[config.mk]
export PLATFORM = sky130hd
export DESIGN_NAME = stdr_div
export DESIGN_NICKNAME = d
export VERILOG_FILES = /design/src/design/stdr_pkg.sv /design/src/design/stdr_div.sv
export SDC_FILE = /design/constraint.sdc
export NUM_CORES = 1
export LEC_CHECK = 0
export BUFFER_PORTS_ARGS = -buffer_cell sky130_fd_sc_hd__buf_2
export CORE_ASPECT_RATIO = 0.5
export CORE_MARGIN = 4
export CORE_UTILIZATION = 35
export CTS_BUF_LIST = sky130_fd_sc_hd__clkbuf_4
export CTS_CLUSTER_SIZE = 12
export DETAILED_ROUTE_END_ITERATION = 7
export HOLD_SLACK_MARGIN = 0.12
export PLACE_DENSITY_LB_ADDON = 0.25
export SYNTH_ARGS = -nofsm -noshare
export SYNTH_HDL_FRONTEND = slang
export SYNTH_SLANG_ARGS = --single-unit
[constraint.sdc]
create_clock -name clk -period 10.32 [get_ports clk]
set_clock_uncertainty 0.05 [all_clocks]
set_input_delay 0.516 -clock clk [delete_from_list [all_inputs] [get_ports clk]]
set_output_delay 0.516 -clock clk [all_outputs]
set_load 0.02 [all_outputs]
[src/design/stdr_pkg.sv]
// Shared types and constants for the scanline triangle depth rasterizer.
`timescale 1ns / 1ps
package stdr_pkg;
  localparam int DW = 64;
  localparam int DEF_MAX_WIDTH = 64;
  localparam int DEF_MAX_HEIGHT = 64;
  localparam int DEF_FRAC_BITS = 16;
  localparam int CFG_W = 17;
  localparam int CFG_IDX_W = 2;

  localparam logic [1:0] MODE_CLEAR = 2'd0;
  localparam logic [1:0] MODE_DRAW = 2'd1;
  localparam logic [1:0] MODE_READ = 2'd2;

  localparam logic [CFG_IDX_W-1:0] REG_FRAME_WIDTH = 2'd0;
  localparam logic [CFG_IDX_W-1:0] REG_FRAME_HEIGHT = 2'd1;
  localparam logic [CFG_IDX_W-1:0] REG_DEGEN_THR = 2'd2;

  localparam logic [6:0] SIZE_RESET = 7'd64;
  localparam logic [16:0] THR_RESET = 17'd64;

  localparam logic [15:0] DEPTH_FAR = 16'hFFFF;
  localparam logic [16:0] UNPACK_MUL = 17'd65537;
  localparam logic [15:0] PACK_MUL = 16'd65535;

  typedef struct packed {
    logic [15:0] depth;
    logic [31:0] color;
  } pix_t;
endpackage

[src/design/stdr_div.sv]
// Restoring divider: signed dividend by positive divisor, truncating toward zero.
`timescale 1ns / 1ps
module stdr_div import stdr_pkg::*; #(
  parameter int W = DW
) (
  input  logic                clk,
  input  logic                rst,
  input  logic                start,
  input  logic signed [W-1:0] dividend,
  input  logic signed [W-1:0] divisor,
  output logic                done,
  output logic signed [W-1:0] quotient
);
  localparam int CW = $clog2(W);

  logic          run;
  logic          neg;
  logic [CW-1:0] cnt;
  logic [W-1:0]  rem;
  logic [W-1:0]  num;
  logic [W-1:0]  dvs;
  logic [W:0]    rem_sh;
  logic          qbit;
  logic [W-1:0]  rem_next;
  logic [W-1:0]  num_next;

  always_comb begin
    rem_sh = {rem, num[W-1]};
    qbit = rem_sh >= {1'b0, dvs};
    rem_next = qbit ? W'(rem_sh - {1'b0, dvs}) : rem_sh[W-1:0];
    num_next = {num[W-2:0], qbit};
  end

  always_ff @(posedge clk) begin
    if (rst) begin
      run <= 1'b0;
      done <= 1'b0;
    end else begin
      done <= 1'b0;
      if (start) begin
        run <= 1'b1;
        cnt <= CW'(W - 1);
        rem <= '0;
        num <= dividend[W-1] ? (~dividend + 1'b1) : dividend;
        dvs <= divisor;
        neg <= dividend[W-1];
      end else if (run) begin
        rem <= rem_next;
        num <= num_next;
        cnt <= cnt - 1'b1;
        if (cnt == '0) begin
          run <= 1'b0;
          done <= 1'b1;
          quotient <= neg ? (~num_next + 1'b1) : num_next;
        end
      end
    end
  end
endmodule

# Word level (Yosys, flattened, before mapping)
# Index checks and enable logic that the tools add are counted.
# classes
addsub,4
n_mul,0
div,0
magnitude_cmp,1
n_eq_ne,0
n_shift,0
n_mux,11
bitwise_logic,5
reduce_logical,6
# ops
op,count
two-way mux 64 bit,6
"adder 64 x 1 -> 64 bit, second input constant",2
inverter 64 bit,2
>= comparator 65 x 64 -> 1 bit,1
subtractor 64 bit,1
zero test 6 bit,1
two-way mux 6 bit,1
"subtractor 6 x 1 -> 6 bit, second input constant",1
two-way mux 1 bit,4
AND reduction 2 bit,2
AND reduction 4 bit,1
inverter 1 bit,3
OR reduction 3 bit,1
nonzero test 2 bit,1
# totals
regBits,265
latchBits,0
ram_bits,0
mem_bits_ro,0
output_inout_bits,65
wordCells,35
memories,0

# Longest topological paths before layout
# logic_depth
ltp_word,4
depth_mapped,20

# Least setup slack after synthesis
# OpenSTA, ideal clock, no wires.
# synth_timing
path_type,input to register
startpoint,input start
endpoint,register quotient[0] (enable)
setup_ns,0.670
t_arrival_ns,7.598
required_ns,9.600
path_slack_ns,2.003
cell_stages,3
path_cell_list,clkbuf_1 buf_1 nor4b_1
# synth_between
elab_chain_cells,2
# synth_rtl
item,line_no,text
"start, declared",stdr_div.sv:8,"input logic start,"
inverter 1 bit (no line),-,
AND reduction 4 bit (no line),-,
"end signal, assigned",stdr_div.sv:54,quotient <= neg ? (~num_next + 1'b1) : num_next;
"end, declared",stdr_div.sv:12,output logic signed [W-1:0] quotient
# No other way between the ends.
# A chain may end at the register's enable or synchronous reset.

# Worst setup path after layout
# layout_timing
startpoint,register rem[0]
endpoint,register quotient[62] (data pin)
# layout_between
elab_chain_cells,4
# layout_rtl
item,line_no,text
"start, declared",stdr_div.sv:19,logic [W-1:0] rem;
"start signal, assigned",stdr_div.sv:48,rem <= rem_next;
>= comparator 65 x 64 -> 1 bit,stdr_div.sv:29,"qbit = rem_sh >= {1'b0, dvs};"
inverter 64 bit,stdr_div.sv:54,
adder 64 x 1 -> 64 bit,stdr_div.sv:54,
two-way mux 64 bit,stdr_div.sv:54,
# No other way between the ends.

==> metrics <==
post-synth top area cell edfxtp_1; register area 7938 um2; Initial Utilization 35.36%; Tot GR Track Use 17.73%; Final Max Tran Viols 0; Die Wd 315.5 um; register share of total power 44.5%; Synth Area in Simple Gates 15.13%; leakage power 7.695 nW; post-cts resize count 0; Ports 196; Iter 0 DRT Violations 948; full die area 51040 um2; period utilization 63.03%; Clock Pin Slew Worst Setup and Hold Paths 0.07 ns; Area growth syn-to-layout 21.12%; Nets 2183; TritonCTS clock tree done; status finished, final reports clean; HP Class input pin to register; Hold Path Sink num[10]; Crit Path Category register to register; Sink Count 265; clk buf depth 3; DR pass1 iterations 6; Fill cells 4703; clock group share of total power 30.3%; flops & latches, synth 265; remaining global-route overflow 0; Die Y 161.8 um; WHS Path Cells 3; hpwl dp 31.76 mm; top cells by area, synth edfxtp_1, a21oi_1, ha_1; Tmin final 6.504 ns; worst-margin pin slew 1.122 ns; fin util 42.83%; mux cell area share after synthesis 0.1814%; Worst VDD drop 0.05984 mV; required time of the worst setup path 10.72 ns; syn nets 1885; core footprint 46800 um2; Data arrival, critical path 6.90 ns; R2R Setup Slk 3.82 ns; Synth Area in Adders 5.262%; crit-path max FO 55; Post-synth top cells edfxtp_1, a21oi_1, nand2_1; Psw 0.9432 mW; largest family of logic cells by synthesized area compound AO/OA/AOI/OAI gates; Combinational Power Share 25.3%; final hold vios 0; layout cell share with drive strength beyond 1 16.50%; Power Internal 2.037 mW; worst skew pair latency 0.74 ns; vias after detailed routing 13900; routed len/inst 17.03 um; XOR/XNOR Fraction of Synth Area 8.996%; cell row count 56; clock root cell clkbuf_4; Syn. warnings 0; switching share of total power 31.65%; drt drc 0; pin count of the biggest net entering global routing 106; Synth Instances 1685; Multi-input gate area 7965 um2; maxcap violations 0; post-CTS setup buffer count 0; crit start category register; fraction of registers with async set/reset 0%; vias in the first global route 13990; Fmax 0.1537 GHz; cts bufs inserted 67; post-synthesis compound-gate area fraction 18.35%; Mean Syn Cell Area 9.822 um2; final wirelength 45.52 mm; port buffer count 195; setup tns final 0 ns; RSZ-0062 raised after global routing no; number of flops mapped to enable cells by yosys 263; r2r endpoint quotient[62]; first-pass GRT wire length 73.33 mm; initial antenna violation count 5; sequential area share after synthesis 47.96%; worst r2r src rem[0]; relative slew slack 25.23%; endpoints failing setup 0; count leader, synth edfxtp_1; top cell type's share of synthesized area 47.72%; Worst R2R Path Depth 18; endpoint class of the critical path register; Mapped Area 16550 um2; drt via density 5.199; RePlAce Congestion 0.8460; Post-synth top flop edfxtp_1; Hold Startpoint dividend[10]; Post-CTS Hold Fix Bufs 109; Pwr Density 148.6 nW/um2; synth unique cells 72; DRT antenna net count 0; CTS H-tree lvls 3
[power by group through the flow]
stage          clock network [mW]  registers (mW)  logic, mW
3_5_place_dp                    0            1.35      0.714
6_report                    0.902            1.32      0.753
4_1_cts                     0.945            1.32      0.751
5_1_grt                     0.997            1.33      0.844
3_3_place_gp                    0            1.34      0.710
2_1_floorplan                   0            1.34      0.526
[cells in the final DEF (no fill, tap or decap), drive strengths merged, types with 7 or more instances in the layout]
master,Yosys,final
ha,68,68
or3,34,34
nand2,167,167
o41ai,33,33
nand4,33,33
and3,8,8
o21ai,97,97
xnor2,85,85
nor4,14,14
nor2b,9,9
or2,9,9
clkbuf,72,96
or4,19,19
a211oi,18,18
buf,14,206
nand3,30,30
edfxtp,263,263
xor2,85,85
o211ai,9,9
dlygate4sd3,0,109
a21boi,7,7
a21o,30,30
o31ai,39,39
nor3,30,30
nor2,136,136
o21a,16,16
clkinv,0,15
a21oi,185,185
inv,93,96
[metrics by stage]
step	instances	worst slack (ns)	hold slack, ns	instance area (um2)	power (mW)
after floorplan	1685	2.003	0.4164	16550	1.866
after global placement	2443	4.012	0.4501	18110	2.055
after detailed placement	2443	3.818	0.4583	18110	2.061
after CTS	2668	3.794	0.1245	20030	3.020
after global routing	2673	3.328	0.1278	20050	3.173
final	2673	3.816	0.2025	20050	2.980
[layer usage]
layer	track usage (%)	wire length, um
met2	29.74	21620
met5	0	0
met3	3.417	2277
met4	5.875	1109
met1	23.17	20510
[how the worst max path moves through the flow]
stage	slack, ns	depth (start not counted)	to	from
5_1_grt	3.33	18	quotient[62]	rem[0]
2_1_floorplan	2.00	3	quotient[0]	start
6_report	3.82	18	quotient[62]	rem[0]
3_3_place_gp	4.01	18	quotient[60]	rem[0]
3_5_place_dp	3.82	18	quotient[62]	rem[0]
4_1_cts	3.79	18	quotient[62]	rem[0]
[flip-flops by register name, summed over array words and instances, names as in the netlist]
register  count
dvs          64
rem          64
run           1
neg           1
num          64
quotient     64
cnt           6
done          1
[layout make-up]
type	instances	share of cell area, %
Multi-Input combinational cell	1241	39.73
Sequential cell	265	39.60
Timing Repair Buffer	315	10.75
Tap cell	638	3.982
Clock buffer	96	3.595
Inverter	93	1.741
Clock inverter	20	0.5368
Antenna cell	5	0.06241
[cells by family after synthesis]
| family | after synthesis |
|---|---|
| flops | 265 |
| buf+inv | 179 |
| xor+xnor | 170 |
| compound gates | 483 |
| simple gates | 516 |
| mux | 3 |
| fa+ha+maj | 69 |
[worst max-delay path: stages, from the launching register on]
cell and delay [ns]:
edfxtp_1 0.42, ha_1 0.32, nor2b_1 0.14, o31ai_1 0.51, a211oi_1 0.20, o31a_1 0.37
o21ba_2 0.24, o211ai_1 0.35, nand3_4 0.47, inv_2 0.14, buf_4 0.57, ha_1 0.30
nand2_1 0.13, or3_1 0.48, nor3_1 0.24, nand3_1 0.28, or4_1 0.61, o31ai_1 0.28
xnor2_1 0.11
Power figures use the tool's default switching activity.
