### src/design/stdr_pkg.sv
// Shared types and constants for the scanline triangle depth rasterizer.
`timescale 1ns / 1ps
package stdr_pkg;
  localparam int DW = 64;
  localparam int DEF_MAX_WIDTH = 64;
  localparam int DEF_MAX_HEIGHT = 64;
  localparam int DEF_FRAC_BITS = 16;
  localparam int CFG_W = 17;
  localparam int CFG_IDX_W = 2;

  localparam logic [1:0] MODE_CLEAR = 2'd0;
  localparam logic [1:0] MODE_DRAW = 2'd1;
  localparam logic [1:0] MODE_READ = 2'd2;

  localparam logic [CFG_IDX_W-1:0] REG_FRAME_WIDTH = 2'd0;
  localparam logic [CFG_IDX_W-1:0] REG_FRAME_HEIGHT = 2'd1;
  localparam logic [CFG_IDX_W-1:0] REG_DEGEN_THR = 2'd2;

  localparam logic [6:0] SIZE_RESET = 7'd64;
  localparam logic [16:0] THR_RESET = 17'd64;

  localparam logic [15:0] DEPTH_FAR = 16'hFFFF;
  localparam logic [16:0] UNPACK_MUL = 17'd65537;
  localparam logic [15:0] PACK_MUL = 16'd65535;

  typedef struct packed {
    logic [15:0] depth;
    logic [31:0] color;
  } pix_t;
endpackage

### src/design/stdr_mul.sv
// Shift-add multiplier returning the low word of a signed product.
`timescale 1ns / 1ps
module stdr_mul import stdr_pkg::*; #(
  parameter int W = DW
) (
  input  logic                clk,
  input  logic                rst,
  input  logic                start,
  input  logic signed [W-1:0] a,
  input  logic signed [W-1:0] b,
  output logic                done,
  output logic signed [W-1:0] product
);
  logic         run;
  logic         neg;
  logic [W-1:0] acc;
  logic [W-1:0] mcand;
  logic [W-1:0] mplier;

  always_ff @(posedge clk) begin
    if (rst) begin
      run <= 1'b0;
      done <= 1'b0;
    end else begin
      done <= 1'b0;
      if (start) begin
        run <= 1'b1;
        acc <= '0;
        mcand <= a;
        mplier <= b[W-1] ? (~b + 1'b1) : b;
        neg <= b[W-1];
      end else if (run) begin
        if (mplier == '0) begin
          run <= 1'b0;
          done <= 1'b1;
          product <= neg ? (~acc + 1'b1) : acc;
        end else begin
          if (mplier[0]) begin
            acc <= acc + mcand;
          end
          mcand <= mcand << 1;
          mplier <= mplier >> 1;
        end
      end
    end
  end
endmodule

### config.mk
export PLATFORM = sky130hd
export DESIGN_NAME = stdr_mul
export DESIGN_NICKNAME = d
export VERILOG_FILES = /design/src/design/stdr_pkg.sv /design/src/design/stdr_mul.sv
export SDC_FILE = /design/constraint.sdc
export NUM_CORES = 1
export LEC_CHECK = 0
export BUFFER_PORTS_ARGS = -buffer_cell sky130_fd_sc_hd__buf_2
export CAP_MARGIN = 20
export CELL_PAD_IN_SITES_DETAIL_PLACEMENT = 1
export CELL_PAD_IN_SITES_GLOBAL_PLACEMENT = 1
export CORE_MARGIN = 1.5
export CORE_UTILIZATION = 47
export CTS_CLUSTER_DIAMETER = 120
export DETAILED_ROUTE_END_ITERATION = 16
export PLACE_DENSITY_LB_ADDON = 0.08
export RECOVER_POWER = 100
export SLEW_MARGIN = 25
export SYNTH_ARGS = -nofsm -noshare
export SYNTH_HDL_FRONTEND = slang
export SYNTH_SLANG_ARGS = --single-unit
### constraint.sdc
create_clock -name clk -period 9.5 [get_ports clk]
set_clock_uncertainty 0.15 [all_clocks]
set_input_delay 0.475 -clock clk [delete_from_list [all_inputs] [get_ports clk]]
set_output_delay 0.475 -clock clk [all_outputs]
set_load 0.01 [all_outputs]
-- Yosys cells after proc, flatten, opt, wreduce, memory -nomap -nowiden
Cells that the tools add are included.
- RAM bits: 0
- output and inout port bits: 65
- logic and storage cells: 39
- memories: 0
- input bits: 131
- bits in latches: 0
- flip-flop bits (word level): 259
- ROM bits: 0
- add/subtract/negate cells: 3
- reductions and logical operators: 8
- multiply operators: 0
- equality and inequality tests: 1
- div/mod/pow operators: 0
- bitwise operators: 5
- shift-type cells: 0
- multiplexer cells: 15
- magnitude comparators: 0
- operators with widths (kind ; number):
    $mux W64 ; 11
    $add A64 B1 Y64 const B ; 2
    $not A64 Y64 ; 2
    $add A64 B64 Y64 ; 1
    $logic_not A64 Y1 ; 1
    $reduce_and A4 Y1 ; 2
    $mux W1 ; 4
    $reduce_bool A2 Y1 ; 2
    $not A1 Y1 ; 3
    $reduce_and A3 Y1 ; 1
    $reduce_or A3 Y1 ; 1
    $ne A2 B2 Y1 const B ; 1
    $reduce_and A2 Y1 ; 1

-- Longest topological paths before layout
- depth after elaboration: 4
- mapped depth: 12
- depth with buffers taken out: 12

-- Least setup slack after synthesis
Ideal clock, no wire load.
- kind: input to register
- start point: in start
- end point: reg acc[0], enable pin
- data arrival time: 8.001 ns
- required time: 8.923 ns
- setup slack: 0.922 ns
- stages: 4
- path through: clkbuf_1 > a21oi_1 > nor2_1 > o21a_1
- word-level cells in the longest chain between the ends: 2
- elaborated cells between the ends (all ways): 4
- RTL lines (element ; RTL line ; source):
    from (decl) ; stdr_mul.sv:8 ; input logic start,
    $ne A2 B2 Y1 (no line) / $reduce_bool A2 Y1 (equally long branches) ; - ;
    $reduce_and A4 Y1 (no line) (*) ; - ;
    to (signal assigned) ; stdr_mul.sv:39 ; acc <= acc + mcand;
    to (decl) ; stdr_mul.sv:16 ; logic [W-1:0] acc;
Every way passes the cells marked *; elsewhere a longest branch is shown, timed or not.
A chain may end at the register's enable or synchronous reset.

-- Worst setup path in the final report
- start point: in start
- end point: reg acc[17], enable pin
The elaborated chain is that of the path after synthesis.

==> impl_results.md <==
- CTS hold repair buffers: 0
- Count of endpoints failing hold in the final timing report: 0
- Placer congestion estimate: 0.880
- Warning count from the yosys run: 0
- Count of endpoints failing setup in the final report: 0
- Highest-count cells in the layout ignoring fill and taps: sky130_fd_sc_hd__edfxtp_1, sky130_fd_sc_hd__nor2_1, sky130_fd_sc_hd__a21oi_1
- Grt total ovfl: 0
- Setup TNS Final: 0 ns
- Pin count of the biggest net entering global routing: 119
- Portion of total power attributed to the clock network: 0.351
- Layout cell share with drive strength beyond 1: 0.151
- Transition time at the pin with the least slew margin: 5.34 ns
- Crit path launch type: primary input
- CP peak stage delay: 3.67 ns
- Synthesized netlist cell count: 1559
- Main synth FF type: sky130_fd_sc_hd__edfxtp_1
- RSZ-0062 raised after global routing: no
- Final Cell Area: between 15000 and 20000 µm²
- Number of iterations in the first detailed-routing pass: 5
- Fmax: 0.157 GHz
- Maxcap violations: 3
- Count of buffer and inverter cells on the critical path: 3
- Placeable core region: approximately 34000 µm²
- Outcome: finished with violations
- #FFs+latches synth: 259
- Relative slew margins: -2.56
- Effective utilization at floorplan: 0.480
- Post-CTS setup repair buffer count: 0
- Switching power: 0.916 mW
- Via count: 12900
- Period utilisation layout: 0.671
- Antenna violations before repair: 9
- Total area of sequential cells: 7760 µm²
- First-pass GRT wire length: around 72000 µm
- Final count of pins violating max slew: 249
- Worst reg2reg setup slack: 4.56 ns
- Worst IR drop on VDD: between 0.1 and 0.15 mV
- Number of vias per cell: approximately 5.8
- Period minus WS final: around 6.4 ns
- Number of nets at the end of the flow: roughly 1900
- Final WL: 44900 µm
- Antenna viol nets, final: 0
- Violations in the final reports: max-capacitance violations, max-slew violations
- Number of global-route vias before repair: 13500
- Cell chain of the critical path: clkbuf_1 -> buf_4 -> o21a_2 -> buf_4
- Iteration-0 DRC Markers: 691
- CP Data Arrival Time: 6.40 ns
- Cell family with the largest share of critical-path delay: buffers and inverters
- Area of the die: around 36000 µm²
- Required time reported for the critical path endpoint: 9.52 ns
- Commonest non-fill, non-tap cell in the layout: sky130_fd_sc_hd__edfxtp_1
- Total half-perimeter wirelength after legalization and detailed placement: around 34000 µm
- Routed wire length per instance: 20.4 µm
- Master of the slowest instance on the critical path: sky130_fd_sc_hd__clkbuf_1
- Die Y-Extent: 189 µm
- Comb pwr share: 0.204
- Num rows: 67
- Clock insertion delay at the later pin of the skew report: around 0.57 ns
- Average size of a mapped cell: between 10 and 15 µm²
- Total of cells resized after clock tree synthesis: 0
- GRT Overall Usage: 0.254
- Switching share of power: 0.286
- Number of enable-type register cells in the synthesized netlist: between 200 and 300
- Async SR Flop Fraction: 0
- Cts bufs inserted: 30
- Capturing element type of the critical path: flip-flop
- Area taken by multi-input logic gates: 8060 µm²
- CTS tree: built
- Num ports: 196
- # H-tree levels: 1
- P per Cell Area: around 170 nW/µm²
- Total of fill cells in the finished design: 3788
- Worst flop-to-flop path startpoint: neg
- Post-place instance area: 17600 µm²
- Register area share after synthesis: 0.479
- Most frequent cell on the critical path: sky130_fd_sc_hd__buf_4
- Maximum number of buffers from clock root to sink: 3
- Library cell used as clock root buffer: sky130_fd_sc_hd__clkbuf_16
- Post-synthesis cell area: about 16000 µm²
- Final Power: around 3.2 mW
- Count of buffers from port buffering: roughly 200
- Internal Power: 2.28 mW
- Hold Path Origin: rst
- Share of total power in sequential cells: 0.445
- Clock edge transition at the registers on the reported setup and hold paths: 0.06 ns
- Min-Delay Path Class: in2reg
- Leakage: 6.64 nW
- Count of distinct cell types in the synthesized netlist: 66
- Start-to-end type of the worst setup path: in2reg
- Sink count of the clock tree: 259
- Fin util: 0.545
- DRC violation count after routing: 0
- Area growth from synthesis to layout: 13.5%
- Crit path from: start
- Highest fanout seen on the critical path: 118
- Horizontal die dimension: 189 µm
- Post-Syn Nets: around 1800
-- path summary, 6_finish.rpt --
path	cells past startpoint	endpoint
max	4	acc[17]
max reg2reg	5	product[53]
min	2	run
min reg2reg	1	done
-- cell families after synthesis --
group | share of synthesized area
multiplexers | 0.0479
AO/OA/AOI/OAI | 0.151
XOR/XNOR | 0.0941
buffers and inverters | 0.0209
AND/OR/NAND/NOR | 0.156
adder cells (fa/ha/maj) | 0.0515
flip-flops | 0.479
-- power by group through the flow --
stage / combinational [mW] / sequential (mW) / clock, mW
finish: 0.651 / 1.42 / 1.12
global route: 0.725 / 1.43 / 1.18
CTS: 0.645 / 1.42 / 1.14
detailed placement: 0.640 / 1.45 / 0
global placement: 0.619 / 1.44 / 0
floorplan: 0.467 / 1.43 / 0
-- layout make-up --
type / instances / area share
multi-input combinational: 1210 / 0.438
antenna: 4 / 0.000545
inverter: 26 / 0.00531
sequential: 259 / 0.422
clock buffer: 32 / 0.0413
timing repair buffer: 202 / 0.0514
clock inverter: 22 / 0.0105
tap: 448 / 0.0305
-- through the flow --
step / worst slack, ns / std cells / hold slack [ns]
6_report: 3.12 / 2203 / 0.0194
3_3_place_gp: 5.13 / 2145 / 0.337
5_1_grt: 2.47 / 2199 / 0.0126
3_5_place_dp: 4.88 / 2145 / 0.354
4_1_cts: 5.01 / 2199 / 0.00487
2_1_floorplan: 0.922 / 1559 / 0.317
-- worst reg2reg max path, stage by stage (launching register included) --
cell and delay, ns:
sky130_fd_sc_hd__edfxtp_1 0.33, sky130_fd_sc_hd__clkbuf_1 2.20, sky130_fd_sc_hd__o21ai_0 1.03, sky130_fd_sc_hd__nand3_1 0.59
sky130_fd_sc_hd__a21oi_1 0.11, sky130_fd_sc_hd__xnor2_1 0.25
-- per-layer routing --
metal	track usage	wire length (µm)	part of all wire	vias to the layer above
li1	-	-	-	6196
met1	0.341	19800	0.44	6252
met2	0.429	21300	0.47	350
met3	0.0430	2780	0.062	66
met4	0.0617	975	0.022	12
met5	0	73	0.0016	-
-- registers in the layout (all words and copies together), names as in the netlist --
register,cells
done,1
mplier,64
run,1
neg,1
product,64
mcand,64
acc,64
-- synth_stat cells, drive strengths merged, types with 8 or more instances --
master,number,area share
nand4,30,0.012
nor4,28,0.011
a21oi,150,0.046
or3,27,0.012
xor2,87,0.047
nand2,105,0.024
buf,9,0.0021
o41ai,13,0.0075
nor2b,17,0.0066
and3,12,0.0046
xnor2,87,0.047
o21bai,14,0.0065
clkbuf,55,0.013
nor2,171,0.040
nand2b,14,0.0063
a31oi,8,0.0031
nor3,37,0.012
a21o,39,0.018
edfxtp,257,0.48
inv,26,0.0060
o21a,14,0.0065
or4,22,0.011
mux2,68,0.047
o31ai,38,0.019
nand3,22,0.0068
o21ai,83,0.026
ha,65,0.050
Note: power is estimated with default switching activity, not from simulation.
